[src/rtl/isq_pkg.sv]
// isq_pkg: shared types and constants for the indexed sequence store.
// Used by isq_cell and indexed_sequence_store; depends on nothing.
`default_nettype none

package isq_pkg;

    // List geometry
    localparam int DEPTH   = 16;
    localparam int IDX_W   = $clog2(DEPTH);
    localparam int POS_W   = 5;
    localparam int VAL_W   = 32;
    localparam int FUNC_W  = 2;
    localparam int STAT_W  = 2;

    // Beat widths (padded to whole bytes)
    localparam int S_DATA_W = 40;
    localparam int M_DATA_W = 40;

    // Value returned by a read past the end of the list
    localparam logic signed [VAL_W-1:0] MISS_VALUE = 32'sd7;

    // Operation codes
    typedef enum logic [FUNC_W-1:0] {
        OP_READ   = 2'd0,
        OP_INSERT = 2'd1,
        OP_REMOVE = 2'd2,
        OP_CLEAR  = 2'd3
    } isq_op_t;

    // Status codes
    typedef enum logic [STAT_W-1:0] {
        ST_OK    = 2'd0,
        ST_RANGE = 2'd1,
        ST_FULL  = 2'd2,
        ST_EMPTY = 2'd3
    } isq_status_t;

    // Command broadcast to every cell of the chain
    typedef struct packed {
        logic                    ins;
        logic                    rem;
        logic [POS_W-1:0]        pos;
        logic signed [VAL_W-1:0] val;
    } isq_cmd_t;

endpackage

`default_nettype wire

[src/rtl/isq_cell.sv]
// isq_cell: one entry of the list; loads from its lower or upper neighbor
// or from the insert value. Depends on isq_pkg.
`default_nettype none

module isq_cell #(
    parameter int CELL_IDX = 0
) (
    input  wire                                   aclk,
    input  isq_pkg::isq_cmd_t                     cmd,
    input  wire  logic signed [isq_pkg::VAL_W-1:0] left_value,
    input  wire  logic signed [isq_pkg::VAL_W-1:0] right_value,
    output logic signed [isq_pkg::VAL_W-1:0]      value
);

    localparam logic [isq_pkg::POS_W-1:0] MY_POS = isq_pkg::POS_W'(CELL_IDX);

    logic signed [isq_pkg::VAL_W-1:0] value_reg;
    logic signed [isq_pkg::VAL_W-1:0] value_next;

    // Insert: cells above the slot shift up, the slot takes the new value.
    // Remove: the slot and cells above it pull down from the upper neighbor.
    always_comb begin
        value_next = value_reg;
        if (cmd.ins) begin
            if (MY_POS > cmd.pos) begin
                value_next = left_value;
            end else if (MY_POS == cmd.pos) begin
                value_next = cmd.val;
            end
        end else if (cmd.rem) begin
            if (MY_POS >= cmd.pos) begin
                value_next = right_value;
            end
        end
    end

    // Payload only, no reset
    always_ff @(posedge aclk) begin
        value_reg <= value_next;
    end

    assign value = value_reg;

endmodule

`default_nettype wire

[src/rtl/indexed_sequence_store.sv]
// indexed_sequence_store: bounded ordered list of signed 32-bit entries
// built as a chain of shifting cells. Depends on isq_pkg and isq_cell.
//
// Usage:
//   Input beats (s_*) carry one operation each: func in s_tuser selects
//   read, insert, remove or clear; s_tdata carries position and value_in.
//   Every input beat yields exactly one result beat (m_*) with the value
//   read (7 for a read past the end, 0 for a non-read operation), the count
//   after the operation, and a status code in m_tuser.
//   Result: registered; m_tvalid rises in the cycle after the beat is accepted.
//   Throughput: one operation per cycle while m_tready is high; all cells shift
//   in parallel in the cycle the beat is accepted; the read is a mux over the cells.
//   Stalls: the single result register holds its beat while m_tready is
//   low; out of reset, s_tready is high whenever that register is empty or
//   being drained in the same cycle.
//   Reset: aresetn (synchronous, active low) empties the list and the
//   result register and holds s_tready low. Entry contents are not
//   cleared; only positions below the count are ever read.
`default_nettype none

module indexed_sequence_store (
    input  wire                                aclk,
    input  wire                                aresetn,
    // Input channel
    input  wire                                s_tvalid,
    output logic                               s_tready,
    input  wire  [isq_pkg::S_DATA_W-1:0]       s_tdata,  // [4:0] position, [36:5] value_in
    input  wire  [isq_pkg::FUNC_W-1:0]         s_tuser,  // [1:0] func
    // Result channel
    output logic                               m_tvalid,
    input  wire                                m_tready,
    output logic [isq_pkg::M_DATA_W-1:0]       m_tdata,  // [31:0] value_out, [36:32] count
    output logic [isq_pkg::STAT_W-1:0]         m_tuser   // [1:0] status
);

    localparam int DEPTH = isq_pkg::DEPTH;
    localparam logic [isq_pkg::POS_W-1:0] FULL_COUNT = isq_pkg::POS_W'(DEPTH);

    // Unpacked input beat
    logic [isq_pkg::POS_W-1:0]        in_pos;
    logic signed [isq_pkg::VAL_W-1:0] in_val;
    isq_pkg::isq_op_t                 in_op;
    logic                             s_accept;

    assign in_pos   = s_tdata[isq_pkg::POS_W-1:0];
    assign in_val   = s_tdata[isq_pkg::POS_W +: isq_pkg::VAL_W];
    assign in_op    = isq_pkg::isq_op_t'(s_tuser);
    assign s_accept = s_tvalid && s_tready;

    // Control state
    logic [isq_pkg::POS_W-1:0]  count_reg, count_next;
    logic                       m_valid_reg, m_valid_next;
    // Result payload
    logic signed [isq_pkg::VAL_W-1:0] rd_reg, rd_next;
    logic [isq_pkg::POS_W-1:0]        cnt_out_reg;
    isq_pkg::isq_status_t             st_reg, st_next;

    // Cell chain
    isq_pkg::isq_cmd_t                cmd;
    logic signed [isq_pkg::VAL_W-1:0] entry_w [DEPTH];
    logic signed [isq_pkg::VAL_W-1:0] read_value;

    assign s_tready   = aresetn && (!m_valid_reg || m_tready);
    assign read_value = entry_w[in_pos[isq_pkg::IDX_W-1:0]];

    // Decode the operation, check bounds, build the cell command
    always_comb begin
        cmd.ins    = 1'b0;
        cmd.rem    = 1'b0;
        cmd.pos    = in_pos;
        cmd.val    = in_val;
        rd_next    = '0;
        st_next    = isq_pkg::ST_OK;
        count_next = count_reg;
        case (in_op)
            isq_pkg::OP_READ: begin
                if (in_pos < count_reg) begin
                    rd_next = read_value;
                end else begin
                    rd_next = isq_pkg::MISS_VALUE;
                    st_next = isq_pkg::ST_RANGE;
                end
            end
            isq_pkg::OP_INSERT: begin
                if (count_reg >= FULL_COUNT) begin
                    st_next = isq_pkg::ST_FULL;
                end else if (in_pos > count_reg) begin
                    st_next = isq_pkg::ST_RANGE;
                end else begin
                    cmd.ins    = s_accept;
                    count_next = count_reg + 1'b1;
                end
            end
            isq_pkg::OP_REMOVE: begin
                if (count_reg == '0) begin
                    st_next = isq_pkg::ST_EMPTY;
                end else if (in_pos >= count_reg) begin
                    st_next = isq_pkg::ST_RANGE;
                end else begin
                    cmd.rem    = s_accept;
                    count_next = count_reg - 1'b1;
                end
            end
            isq_pkg::OP_CLEAR: begin
                count_next = '0;
            end
            default: begin
                count_next = count_reg;
            end
        endcase
    end

    // Result register handshake
    always_comb begin
        m_valid_next = m_valid_reg;
        if (s_accept) begin
            m_valid_next = 1'b1;
        end else if (m_tready) begin
            m_valid_next = 1'b0;
        end
    end

    // Control registers
    always_ff @(posedge aclk) begin
        if (!aresetn) begin
            count_reg   <= '0;
            m_valid_reg <= 1'b0;
        end else begin
            m_valid_reg <= m_valid_next;
            if (s_accept) begin
                count_reg <= count_next;
            end
        end
    end

    // Result payload registers
    always_ff @(posedge aclk) begin
        if (s_accept) begin
            rd_reg      <= rd_next;
            cnt_out_reg <= count_next;
            st_reg      <= st_next;
        end
    end

    // Chain of cells: each sees its lower and upper neighbor (an end cell sees itself)
    for (genvar i = 0; i < DEPTH; i++) begin : g_cell
        logic signed [isq_pkg::VAL_W-1:0] left_w;
        logic signed [isq_pkg::VAL_W-1:0] right_w;

        if (i == 0) begin : g_first
            assign left_w = entry_w[i];
        end else begin : g_mid_lo
            assign left_w = entry_w[i-1];
        end

        if (i == DEPTH - 1) begin : g_last
            assign right_w = entry_w[i];
        end else begin : g_mid_hi
            assign right_w = entry_w[i+1];
        end

        isq_cell #(
            .CELL_IDX (i)
        ) u_cell (
            .aclk        (aclk),
            .cmd         (cmd),
            .left_value  (left_w),
            .right_value (right_w),
            .value       (entry_w[i])
        );
    end

    // Output beat
    assign m_tvalid = m_valid_reg;
    assign m_tdata  = {{(isq_pkg::M_DATA_W - isq_pkg::VAL_W - isq_pkg::POS_W){1'b0}},
                       cnt_out_reg, rd_reg};
    assign m_tuser  = st_reg;

    // Assertions
    a_count_bound: assert property (@(posedge aclk) disable iff (!aresetn)
        count_reg <= FULL_COUNT)
        else $error("list count exceeds depth");

    a_insert_grows: assert property (@(posedge aclk) disable iff (!aresetn)
        (s_accept && in_op == isq_pkg::OP_INSERT && count_reg < FULL_COUNT
         && in_pos <= count_reg) |=> count_reg == $past(count_reg) + 1'b1)
        else $error("accepted insert did not grow the list");

    a_clear_empties: assert property (@(posedge aclk) disable iff (!aresetn)
        (s_accept && in_op == isq_pkg::OP_CLEAR) |=> count_reg == '0 && m_valid_reg)
        else $error("clear did not empty the list");

    a_result_count: assert property (@(posedge aclk) disable iff (!aresetn)
        (s_accept) |=> cnt_out_reg == count_reg)
        else $error("reported count differs from list count");

endmodule

`default_nettype wire
[config.mk]
export PLATFORM = sky130hd
export DESIGN_NAME = indexed_sequence_store
export DESIGN_NICKNAME = d
export VERILOG_FILES = /design/src/rtl/isq_pkg.sv /design/src/rtl/isq_cell.sv /design/src/rtl/indexed_sequence_store.sv
export SDC_FILE = /design/constraint.sdc
export NUM_CORES = 1
export LEC_CHECK = 0
export BUFFER_PORTS_ARGS = -buffer_cell sky130_fd_sc_hd__clkbuf_2
export CAP_MARGIN = 20
export CORE_ASPECT_RATIO = 0.5
export CORE_MARGIN = 4
export CORE_UTILIZATION = 62
export DETAILED_ROUTE_END_ITERATION = 12
export MAX_ROUTING_LAYER = met4
export PLACE_DENSITY = 0.78
export SYNTH_ARGS = -nofsm -noshare
export SYNTH_HDL_FRONTEND = slang
export SYNTH_SLANG_ARGS = --single-unit
[constraint.sdc]
create_clock -name aclk -period 9.95 [get_ports aclk]
set_input_delay 0.995 -clock aclk [delete_from_list [all_inputs] [get_ports aclk]]
set_output_delay 0.995 -clock aclk [all_outputs]
set_load 0.03 [all_outputs]
==> impl_metrics.json <==
{
  "path_max_fanout": 113,
  "antenna_found_initial": 2,
  "syn_area_sq_um": 31820,
  "end_kind": "flop",
  "power_density_nw_per_um2": 148.1,
  "ys_async_sr_fraction": 0,
  "dieArea_sq_um": 55230,
  "insertion_delay_ns": 0.60,
  "die_h_um": 168.2,
  "period_share": 0.5660,
  "critPathLaunchType": "input port",
  "grt_pass1_vias": 20970,
  "cpMaxStageDelayCell": "buf_4",
  "fill_cells": 3637,
  "fin_nets": 2587,
  "io_pins": 90,
  "leakage_nw": 11.89,
  "fin_skew_ns": 0.02436,
  "tightest_slew_ns": 1.157,
  "synth_seq_area_share": 0.5238,
  "cts_num_sinks": 557,
  "status": "finished, final reports clean",
  "synth.avg_cell_area_sq_um": 12.28,
  "relSlewSlack": 0.2247,
  "path_class": "input port to flop",
  "core_sq_um": 50510,
  "peakVddDrop_v": 0.0001230,
  "worstHoldStart": "count_reg[3]$_SDFFE_PN0N_",
  "r2r-start": "count_reg[4]$_SDFFE_PN0N_",
  "yosys.cell_types.count": 55,
  "cp_common_cell": "buf_4",
  "r2r_slack_ns": 4.72,
  "timing.critical_path.from": "s_tdata[4]",
  "grt_max_degree": 262,
  "wl_per_cell_um": 25.98,
  "drc": 0,
  "max_cap_viol_count": 0,
  "required_ns": 10.28,
  "port_buffers": 83,
  "first_iter_violations": 3329,
  "viasPerCell": 6.761,
  "syn_inst": 2592,
  "initial_utilization": 0.6300,
  "place_congestion": 0.8505,
  "synth-seq-cells": 557,
  "grt_first_pass_wirelength_mm": 127.6,
  "clockBufferDepth": 3,
  "final_hold_viol_count": 0,
  "slowest_delay_ns": 0.92,
  "cts_setup_buffers": 0,
  "diodes": 0,
  "ant_nets": 0,
  "setup_viol": 0,
  "vias": 22050,
  "ctsHoldBuffers": 0,
  "area_growth_pct": 7.322,
  "worstPathArrival_ns": 5.96,
  "clockRootBuffer": "clkbuf_16",
  "fin_util": 0.6761,
  "post-route-min-period_ns": 5.632,
  "whs_ns": 0.5719,
  "path_cells": "clkbuf_2 -> ha_1 -> a21oi_2 -> o221ai_2 -> a2111oi_4 -> buf_4 -> buf_4 -> buf_4 -> mux2_2",
  "drive_gt1_frac": 0.1809,
  "firstDrtPassIters": 6,
  "synth_edf_count": 551,
  "hold_class": "flop to flop",
  "slew_viol_final": 0,
  "dpl.hpwl_mm": 47.23,
  "grt_overflow": 0,
  "fp.dieW_um": 328.4,
  "fin_tns_setup_ns": 0,
  "ys_warn_count": 0,
  "synth_flop_cell": "edfxtp_1",
  "power_w": 0.005058,
  "h-tree-depth": 2,
  "cts.clk_slew.worst_paths_ns": 0.06,
  "num_rows": 58,
  "largest_reg_flops": 512,
  "cts_buffers": 51,
  "fmax_mhz": 177.6,
  "wl_mm": 84.73,
  "rsz0062_at_grt": "false",
  "grt_usage": 0.3130,
  "cts_tree": "built",
  "ctsResizeCount": 0
}
## metal layers
metal | track usage | up-vias | part of all wire
met3 | 0.06331 | 166 | 0.13
met2 | 0.4557 | 1371 | 0.44
met1 | 0.4579 | 10820 | 0.40
met4 | 0.07772 | 0 | 0.025
met5 | - | - | 0
li1 | - | 9694 | -
## final timing paths
| kind | to | cells past startpoint |
|---|---|---|
| setup / recovery | g_cell[0].u_cell.value[25]$_DFFE_PP_ | 9 |
| hold reg to reg | count_reg[3]$_SDFFE_PN0N_ | 2 |
| hold / removal | count_reg[3]$_SDFFE_PN0N_ | 2 |
| setup reg to reg | g_cell[0].u_cell.value[25]$_DFFE_PP_ | 9 |
## synth_stat cells, types with 2 or more instances
cell type | instances | area share
mux2_2 | 67 | 0.024
and3_1 | 31 | 0.0061
buf_2 | 132 | 0.021
inv_1 | 17 | 0.0020
buf_1 | 9 | 0.0011
or2_2 | 4 | 0.00079
buf_6 | 4 | 0.0014
nand3_1 | 3 | 0.00047
and2_1 | 3 | 0.00059
nand4_1 | 2 | 0.00039
clkbuf_1 | 61 | 0.0072
nor2_1 | 470 | 0.055
nor2_2 | 2 | 0.00039
a21oi_1 | 434 | 0.068
o21ai_0 | 7 | 0.0011
buf_4 | 37 | 0.0087
o22ai_1 | 2 | 0.00039
dfxtp_1 | 6 | 0.0038
a31oi_2 | 2 | 0.00079
a21oi_2 | 5 | 0.0014
a21o_1 | 4 | 0.00094
nand2_1 | 77 | 0.0091
nor2b_1 | 3 | 0.00059
a31oi_1 | 36 | 0.0071
nand2b_1 | 2 | 0.00039
nor3_1 | 4 | 0.00063
a221oi_1 | 2 | 0.00055
o21a_1 | 2 | 0.00047
edfxtp_1 | 551 | 0.52
mux4_2 | 157 | 0.11
o221ai_1 | 2 | 0.00055
or3_1 | 2 | 0.00039
mux2i_1 | 420 | 0.13
o2111a_1 | 2 | 0.00071
ha_1 | 8 | 0.0031
a211oi_1 | 3 | 0.00071
## logic make-up (layout without fill, tap and decap cells)
group,count (synthesis),count (layout),share of synthesized area
mux,644,644,0.2670
buf+inv,261,238,0.04141
simple gates,609,609,0.07684
fa+ha+maj,8,8,0.003146
flops,557,557,0.5238
compound gates,512,512,0.08777
other cells,1,3,0.0001179
## critical path: cells and delay by family
kind            cells  cell delay (ns)
compound gates      3             0.82
fa+ha+maj           1             0.40
buf+inv             4             3.14
mux                 1             0.42
## where the power goes
group	switching [W]	internal (W)	leakage [nW]
registers	0.00000596	0.00257	5.03
clock network	0.000893	0.00111	0.789
logic	0.000296	0.000188	6.07
total	0.00119	0.00386	11.9
## stage by stage
| stage | worst slack (ns) | std cells | area [sq um] |
|---|---|---|---|
| 5_1_grt | 4.089 | 3261 | 34150 |
| 6_report | 4.318 | 3261 | 34150 |
| 3_5_place_dp | 3.857 | 3170 | 32520 |
| 4_1_cts | 4.466 | 3261 | 34150 |
| 3_3_place_gp | 3.934 | 3168 | 32480 |
| 2_1_floorplan | 4.203 | 2594 | 31830 |
## final cells by class
class	count	area (sq um)	area share
multi-input cells	1776	14080	0.4122
flip-flops and latches	557	16670	0.4880
clock buffers	68	1393	0.04078
clock inverters	23	237.7	0.006961
inverters	17	63.81	0.001869
well taps	690	863.3	0.02528
repair buffers	130	849.6	0.02488
## placed cells by master (no fill, tap or decap), drive strengths merged, types with 4 or more instances in the layout
cell type	n
a21oi	440
bufinv	5
nand2	77
inv	17
nor3	4
dfxtp	6
mux2	67
and3	31
a31oi	39
buf	50
a21o	4
mux4	157
or2	4
clkinv	16
edfxtp	551
clkbuf	148
ha	8
nor2	472
mux2i	420
o21ai	7
(Power assumes the default switching activity.)
